--- config.mk ---
export PLATFORM = sky130hd
export DESIGN_NAME = psmh_res_reg
export DESIGN_NICKNAME = d
export VERILOG_FILES = /design/src/hw/rtl/psmh_pkg.sv /design/src/hw/rtl/psmh_res_reg.sv
export SDC_FILE = /design/constraint.sdc
export NUM_CORES = 1
export LEC_CHECK = 0
export BUFFER_PORTS_ARGS = -buffer_cell sky130_fd_sc_hd__buf_2
export CORE_MARGIN = 2
export CORE_UTILIZATION = 40
export DETAILED_ROUTE_END_ITERATION = 10
export PLACE_DENSITY_LB_ADDON = 0.05
export SLEW_MARGIN = 10
export SYNTH_ARGS = -nofsm -noshare
export SYNTH_HDL_FRONTEND = slang
export SYNTH_SLANG_ARGS = --single-unit
--- constraint.sdc ---
create_clock -name i_clk -period 1.6 [get_ports i_clk]
set_input_delay 0.24 -clock i_clk [delete_from_list [all_inputs] [get_ports i_clk]]
set_output_delay 0.24 -clock i_clk [all_outputs]
set_load 0.005 [all_outputs]
--- src/hw/rtl/psmh_pkg.sv ---
// Shared types and constants for the priority set max-heap.
`timescale 1ns / 1ps

package psmh_pkg;

    localparam int PRIO_LEVELS = 256;
    localparam int LVL_W       = $clog2(PRIO_LEVELS);
    localparam int FILL_W      = LVL_W + 1;
    localparam int COUNT_BITS  = 10;

    localparam logic [COUNT_BITS-1:0] COUNT_MAX = '1;

    typedef enum logic [1:0] {
        ERR_OK    = 2'd0,
        ERR_EMPTY = 2'd1,
        ERR_SAT   = 2'd2
    } t_err;

    typedef enum logic [3:0] {
        ST_IDLE,
        ST_CHECK,
        ST_LAST,
        ST_SD_A,
        ST_SD_B,
        ST_SD_C,
        ST_SU_A,
        ST_SU_B,
        ST_DONE
    } t_state;

    typedef struct packed {
        logic [LVL_W-1:0]  top_prio;
        logic              nonempty;
        logic [FILL_W-1:0] active_levels;
        t_err              error;
    } t_res;

endpackage

--- src/hw/rtl/psmh_res_reg.sv ---
// Result holding register for the priority set max-heap output channel.
`timescale 1ns / 1ps

module psmh_res_reg (
    input  logic          i_clk,
    input  logic          i_rst_n,
    input  logic          i_load,
    input  psmh_pkg::t_res i_res,
    input  logic          i_stall,
    output logic          o_free,
    output logic          o_valid,
    output psmh_pkg::t_res o_res
);

    logic           r_valid;
    psmh_pkg::t_res r_res;

    assign o_free  = !r_valid || !i_stall;
    assign o_valid = r_valid;
    assign o_res   = r_res;

    always_ff @(posedge i_clk) begin
        if (!i_rst_n) begin
            r_valid <= 1'b0;
        end else if (i_load) begin
            r_valid <= 1'b1;
        end else if (!i_stall) begin
            r_valid <= 1'b0;
        end
    end

    always_ff @(posedge i_clk) begin
        if (i_load) begin
            r_res <= i_res;
        end
    end

endmodule

==> impl_metrics.yaml, run 1 <==
placed_design:
  gp_congestion: 0.633
  placed_cells: 85
  io_buffers: 45
  place_area_um2: 881
sta:
  drv_slew: 0
  finalCriticalPeriod_ns: 1.05
  rsz0062_at_grt: "false"
  hold_viol_final: 0
  period_share: 0.659
  tightest_slew_ns: 0.430
  skew_ns: 0
  fin_worst_hold_slack_ns: 0.125
  finalSetupViolations: 0
  fin_setup_tns_ns: 0
  max_freq_mhz: 948
  max-slew-margin-rel: 0.713
yosys:
  synth_top_area_cell: "edfxtp_1"
  synth_area_per_cell_um2: 26.5
  synth_nets: 48
  ys_types: 5
  yosysSeqAreaShare: 0.976
  synthDominantCellAreaShare: 0.945
  postSynthCellCount: 24
  synth_area_leaders: "edfxtp_1, dfxtp_1, nor2b_1, a21oi_1, nand2_1"
  netlist_area_um2: 636
  yosysWarnings: 0
  ys_ff_latch: 21
clock_network:
  path_clk_slew_ns: 0.10
  clkLatencyLatePin_ns: 0.28
  cts_hold_repair.buffers: 0
  cts_resized: 0
  htree_levels: 1
  cts-root-buf: "clkbuf_4"
  cts_setup_buffers: 0
  cts_buffers: 3
  cts_num_sinks: 21
  clk_path_buf_depth: 2
  tritoncts: "done"
finish:
  diodes: 0
  drive_above_1_share: 0.658
  regArea_um2: 621
  fin_nets: 98
  mostFrequentLayoutCell: "buf_2"
  mostFrequentLayoutCells: "buf_2, edfxtp_1, clkbuf_4"
  stdcell_area_um2: 907
  nFillCells: 122
  syn2layout_area_growth_pct: 42.7
  finalNonFillerCells: 89
  multi_input_area_um2: 15.0
floorplanning:
  rows: 14
  die_x_um: 43.9
  start_util: 0.422
  die-area_mm2: 0.00192
  io_pins: 46
  fp.dieH_um: 43.9
  fp.coreArea_mm2: 0.00151
grt:
  grt-ovfl-total: 0
  antenna_found_initial: 0
  grt_pass1_vias: 362
  grt_max_degree: 22
  grt_pass1_wl_um: 1440
  track_usage: 0.109
pwr:
  clock_power_share: 0.235
  pwr-share-seq: 0.678
  p_comb_frac: 0.087
  ir_drop_uv: 542
  internal-power_mw: 0.792
  cellPowerDensity_mw_per_mm2: 1070
  switchingPower_mw: 0.177
  switching_share: 0.183
  power.leakage_nw: 0.401
routing:
  drc_errors: 0
  via_count: 393
  dr.pass1.iters: 3
  viasPerCell: 4.42
  drtIter0Drc: 2
  antenna_left: 0
  wl_um: 1000
  routedWlPerCell_um: 11.2
job:
  max_cap_violations: 0
critical_path:
  cp-end-kind: "primary output"
  worst-path-max-fanout: 3
  worstPathRequired_ns: 1.36
  arrival_ns: 0.81
  crit_type: "flip-flop to primary output"
  start_kind: "flip-flop"
hold_path:
  hold_class: "input port to flip-flop"
status:
  status: "finished clean"
## critical path, stage by stage (launching register included)
cell     delay [ns]
dfxtp_1        0.36
nand2_1        0.05
buf_2          0.12
## cell families after synthesis
logic type | share of synthesized area
AOI/OAI and AO/OA | 0.00787
DFF | 0.976
and+or+nand+nor | 0.0157
## state kept, by name (all words and copies together) (netlist names)
| signal | flops |
|---|---|
| o_res | 20 |
| o_valid | 1 |
## synthesized netlist by cell type, drive strengths merged
cell type / number
edfxtp: 20
a21oi: 1
dfxtp: 1
nand2: 1
nor2b: 1
## final cells by class
type                       count  share of cell area
clock buffer                   4              0.0290
tap                           16              0.0221
multi-input combinational      3              0.0166
timing repair buffer          45               0.248
sequential                    21               0.684
## final timing paths
kind	from	end	slack, ns	depth (start not counted)
worst min-delay path	i_res[10]	o_res[10]	0.13	1
worst min register to register	o_valid	o_valid	0.54	2
worst max register to register	o_valid	o_valid	0.99	2
worst max-delay path	o_valid	o_free	0.55	2
## routing by layer
layer,vias up,GRT usage,routed length (um)
li1,191,-,-
met1,177,0.0980,347
met2,25,0.203,550
met3,0,0.0583,103
met4,0,0.0364,0
met5,-,0,0
## metrics by stage
| step | util | setup slack (ns) | total power [mW] |
|---|---|---|---|
| 2_1_floorplan | - | 0.957 | 0.681 |
| 3_3_place_gp | 0.585 | 0.633 | 0.754 |
| 3_5_place_dp | 0.585 | 0.625 | 0.757 |
| 4_1_cts | 0.602 | 0.523 | 0.989 |
| 5_1_grt | 0.602 | 0.465 | 1.03 |
| 6_report | 0.602 | 0.545 | 0.970 |
## power groups by stage
stage / combinational, mW / sequential (mW) / clock [mW]
after floorplan: 0.00242 / 0.679 / 0
after global placement: 0.0847 / 0.670 / 0
after detailed placement: 0.0862 / 0.671 / 0
after CTS: 0.0862 / 0.659 / 0.244
after global routing: 0.0920 / 0.662 / 0.279
final: 0.0843 / 0.657 / 0.228
Note: power is estimated with default switching activity, not from simulation.
==> run 2, diff against run 1 <==
--- a/config.mk
+++ b/config.mk
@@ -5,9 +5,10 @@
 export SDC_FILE = /design/constraint.sdc
 export NUM_CORES = 1
 export LEC_CHECK = 0
+export ABC_AREA = 1
 export BUFFER_PORTS_ARGS = -buffer_cell sky130_fd_sc_hd__buf_2
 export CORE_MARGIN = 2
-export CORE_UTILIZATION = 40
+export CORE_UTILIZATION = 38
 export DETAILED_ROUTE_END_ITERATION = 10
 export PLACE_DENSITY_LB_ADDON = 0.05
 export SLEW_MARGIN = 10
==> constraint.sdc (replaced) <==
create_clock -name i_clk -period 1.1 [get_ports i_clk]
set_input_delay 0.165 -clock i_clk [delete_from_list [all_inputs] [get_ports i_clk]]
set_output_delay 0.165 -clock i_clk [all_outputs]
set_load 0.005 [all_outputs]
==> run 2 against run 1 <==
Against the previous run: clock skew is the same; register-to-register slack lost 0.46 ns; global-route usage shrank 1.3 points; critical path depth is the same; worst hold slack lost 0.085 ns; setup slack lost 0.44 ns; largest power group unchanged.
==> impl_metrics.yaml, run 2 <==
yosys:
  yosysWarnings: 0
  yosys-top-cells-count: "edfxtp_1, inv_1, a21oi_2, dfxtp_1, nand2_2"
  async_flop_share: 0
  yosysSeqAreaShare: 0.965
  synth_nets: 49
  postSynthCellCount: 25
  synth.most_common_cell: "edfxtp_1"
  synthFlopType: "edfxtp_1"
  ys_types: 5
  ys_ff_latch: 21
  netlist_area_um2: 643
  synthDominantCellAreaShare: 0.934
  synth_area_leaders: "edfxtp_1, dfxtp_1, a21oi_2, inv_1, nand2_2"
  synth_area_per_cell_um2: 25.7
  synth_top_area_cell: "edfxtp_1"
  synth_edf_count: 20
pwr:
  switching_share: 0.188
  internal-power_mw: 1.16
  power.leakage_nw: 0.419
  clock_power_share: 0.239
  switchingPower_mw: 0.268
  power_mw: 1.43
  cellPowerDensity_mw_per_mm2: 1530
  ir_drop_uv: 1050
  pwr-share-seq: 0.669
  p_comb_frac: 0.092
finish:
  nFillCells: 131
  diodes: 0
  final_core_util: 0.606
  fin_nets: 100
  finalNonFillerCells: 91
  syn2layout_area_growth_pct: 45.3
  drive_above_1_share: 0.680
  largest_register_ff_count: 20
  stdcell_area_um2: 935
  mostFrequentLayoutCell: "buf_2"
  mostFrequentLayoutCells: "buf_2, edfxtp_1, clkbuf_4"
routing:
  wl_um: 947
  antenna_left: 0
  via_count: 382
  routedWlPerCell_um: 10.4
  dr.pass1.iters: 1
  drc_errors: 0
  drtIter0Drc: 0
  viasPerCell: 4.20
floorplanning:
  die-area_mm2: 0.00204
  fp.dieH_um: 45.1
  start_util: 0.417
  rows: 14
  die_x_um: 45.1
  fp.coreArea_mm2: 0.00154
  io_pins: 46
sta:
  fin_setup_tns_ns: 0
  skew_ns: 0
  max-slew-margin-rel: 0.927
  max_freq_mhz: 1000
  hold_viol_final: 0
  drv_slew: 0
  fin_ws_ns: 0.102
  tightest_slew_ns: 0.109
  period_share: 0.908
  finalSetupViolations: 0
  fin_worst_hold_slack_ns: 0.0404
  finalCriticalPeriod_ns: 0.998
  rsz0062_at_grt: "false"
hold_path:
  hold_class: "input port to flip-flop"
critical_path:
  crit_path_max_incr_delay_ns: 0.36
  path_cells: "nand2_2 > buf_2"
  worst-path-max-fanout: 2
  start_kind: "flip-flop"
  cp-end-kind: "primary output"
  crit_type: "flip-flop to primary output"
  slowest_stage: "dfxtp_1"
  worstPathRequired_ns: 0.94
  arrival_ns: 0.83
clock_network:
  cts_resized: 0
  clk_path_buf_depth: 2
  cts_hold_repair.buffers: 0
  path_clk_slew_ns: 0.11
  clkLatencyLatePin_ns: 0.29
  cts_buffers: 3
  cts-root-buf: "clkbuf_4"
  cts_setup_buffers: 0
  tritoncts: "done"
  cts_num_sinks: 21
  htree_levels: 1
placed_design:
  io_buffers: 45
  gp_congestion: 0.635
  hpwl_um: 748
  place_ws_ns: 0.368
  place_area_um2: 908
  placed_cells: 87
grt:
  grt_pass1_wl_um: 1320
  track_usage: 0.0961
  antenna_found_initial: 0
  grt_pass1_vias: 337
  grt-ovfl-total: 0
  grt_max_degree: 22
status:
  status: "finished clean"
job:
  max_cap_violations: 0
run 2: path summary, 6_finish.rpt:
path          endpoint  slack, ns      start  cells after the start
max reg2reg    o_valid       0.53    o_valid                      2
min reg2reg    o_valid       0.47    o_valid                      2
max             o_free       0.10    o_valid                      2
min          o_res[19]       0.04  i_res[19]                      1
run 2: logic make-up after synthesis:
group	share of synthesized area
buf+inv	0.0117
simple gates	0.00973
compound gates	0.0136
flops	0.965
run 2: critical path, delay by kind of cell, from the launching register on:
family / cells / cell delay (ns)
flops: 1 / 0.36
buf+inv: 1 / 0.12
simple gates: 1 / 0.06
run 2: final cells by class:
| type | instances | area, um2 | area share |
|---|---|---|---|
| Sequential cell | 21 | 621 | 0.664 |
| Timing Repair Buffer | 46 | 245 | 0.262 |
| Clock buffer | 4 | 26.3 | 0.0281 |
| Tap cell | 16 | 20.0 | 0.0214 |
| Multi-Input combinational cell | 2 | 15.0 | 0.0161 |
| Inverter | 2 | 7.51 | 0.00803 |
run 2: per-layer routing:
metal,track usage,vias up,share of wire
met1,0.0863,159,0.35
met5,0,-,0
met3,0.0440,0,0.11
li1,-,196,-
met2,0.174,27,0.54
met4,0.0529,0,0
run 2: power groups by stage:
stage / logic [mW] / clock network, mW / registers [mW]
6_report: 0.131 / 0.341 / 0.955
5_1_grt: 0.146 / 0.389 / 0.961
4_1_cts: 0.135 / 0.358 / 0.957
3_5_place_dp: 0.135 / 0 / 0.975
3_3_place_gp: 0.134 / 0 / 0.975
2_1_floorplan: 0.00556 / 0 / 0.987
==> run 3, diff against run 2 <==
--- a/config.mk
+++ b/config.mk
@@ -10,7 +10,7 @@
 export CORE_MARGIN = 2
 export CORE_UTILIZATION = 38
 export DETAILED_ROUTE_END_ITERATION = 10
-export PLACE_DENSITY_LB_ADDON = 0.05
+export PLACE_DENSITY = 0.83
 export SLEW_MARGIN = 10
 export SYNTH_ARGS = -nofsm -noshare
 export SYNTH_HDL_FRONTEND = slang
==> run 3 against run 2 <==
Against the previous run: non-clock buffer count is the same; setup slack gained 0.015 ns; flip-flop and latch count is the same; critical path type unchanged; critical endpoint is now o_res[11]; largest cell class unchanged.
==> impl_metrics.yaml, run 3 (synthesis results as in run 2) <==
sta:
  fin_worst_hold_slack_ns: 0.0446
  max_freq_mhz: 1020
  period_share: 0.894
  tightest_slew_ns: 0.108
  skew_ns: 0
  finalSetupViolations: 0
  drv_slew: 0
  finalCriticalPeriod_ns: 0.984
  hold_viol_final: 0
  fin_setup_tns_ns: 0
  max-slew-margin-rel: 0.928
  rsz0062_at_grt: "false"
clock_network:
  clk_path_buf_depth: 2
  cts_setup_buffers: 0
  cts-root-buf: "clkbuf_4"
  cts_resized: 0
  clkLatencyLatePin_ns: 0.28
  path_clk_slew_ns: 0.11
  cts_num_sinks: 21
  cts_buffers: 3
  tritoncts: "done"
  cts_hold_repair.buffers: 0
  htree_levels: 1
routing:
  antenna_left: 0
  met3WireLength_um: 178
  maxUsedRoutingLayer: "met3"
  met2_length_um: 545
  wl_um: 1140
  routedWlPerCell_um: 12.5
  drtIter0Drc: 6
  dr.pass1.iters: 3
  drc_errors: 0
  viasPerCell: 4.33
  via_count: 394
  met1Wirelength_um: 414
finish:
  mostFrequentLayoutCells: "buf_2, edfxtp_1, clkbuf_4"
  syn2layout_area_growth_pct: 45.3
  regArea_um2: 621
  drive_above_1_share: 0.680
  multi_input_area_um2: 15.0
  largest_register_ff_count: 20
  diodes: 0
  nFillCells: 123
  mostFrequentLayoutCell: "buf_2"
  fin_nets: 100
critical_path:
  start_kind: "flip-flop"
  worst-path-max-fanout: 1
  path_cells: "buf_2"
  worstPathRequired_ns: 0.94
  crit_type: "flip-flop to primary output"
  cp_top_family: "flip-flops"
  cp_num_buf_inv: 1
  cp-end-kind: "primary output"
  arrival_ns: 0.82
  slowest_stage: "edfxtp_1"
  crit_path_max_incr_delay_ns: 0.39
floorplanning:
  fp.dieH_um: 45.1
  io_pins: 46
  rows: 14
  fp.coreArea_mm2: 0.00154
  die_x_um: 45.1
  start_util: 0.417
  die-area_mm2: 0.00204
placed_design:
  io_buffers: 45
  gp_congestion: 0.666
pwr:
  power_mw: 1.44
  cellPowerDensity_mw_per_mm2: 1540
  power.leakage_nw: 0.419
  ir_drop_uv: 780
grt:
  track_usage: 0.121
  grt_pass1_wl_um: 1700
  antenna_found_initial: 0
  grt_max_degree: 20
  grt-ovfl-total: 0
  grt_pass1_vias: 387
job:
  max_cap_violations: 0
status:
  status: "finished clean"
hold_path:
  hold_class: "input port to flip-flop"
[run 3: cell counts in the layout (fill, tap and decap cells not counted)]
Identical to the previous run, type by type.
[run 3: through the flow]
step	setup WS, ns	cells	instance area (um2)	utilization
final	0.116	91	935	0.606
after global routing	0.0566	91	935	0.606
after CTS	0.0992	91	935	0.606
after detailed placement	0.339	87	908	0.589
after global placement	0.351	87	908	0.589
after floorplan	0.535	25	643	-
[run 3: path summary, 6_finish.rpt]
| path | startpoint | end | slack (ns) | cells past startpoint |
|---|---|---|---|---|
| worst max-delay path | o_res[11] | o_res[11] | 0.12 | 1 |
| worst min register to register | o_valid | o_valid | 0.47 | 2 |
| worst min-delay path | i_res[14] | o_res[14] | 0.04 | 1 |
| worst max register to register | o_valid | o_valid | 0.53 | 2 |
[run 3: layer usage]
layer,up-vias,global-route usage
li1,195,-
met1,175,0.132
met2,24,0.203
met3,0,0.0640
met4,0,0.0353
met5,-,0
[run 3: cell type report]
| class | count | share of cell area |
|---|---|---|
| sequential | 21 | 0.664 |
| clock buffer | 4 | 0.0281 |
| tap | 16 | 0.0214 |
| inverter | 2 | 0.00803 |
| multi-input combinational | 2 | 0.0161 |
| timing repair buffer | 46 | 0.262 |
[run 3: where the power goes]
| part | internal (mW) | switching, mW |
|---|---|---|
| registers | 0.942 | 0.0133 |
| clock network | 0.141 | 0.207 |
| logic | 0.0765 | 0.0569 |
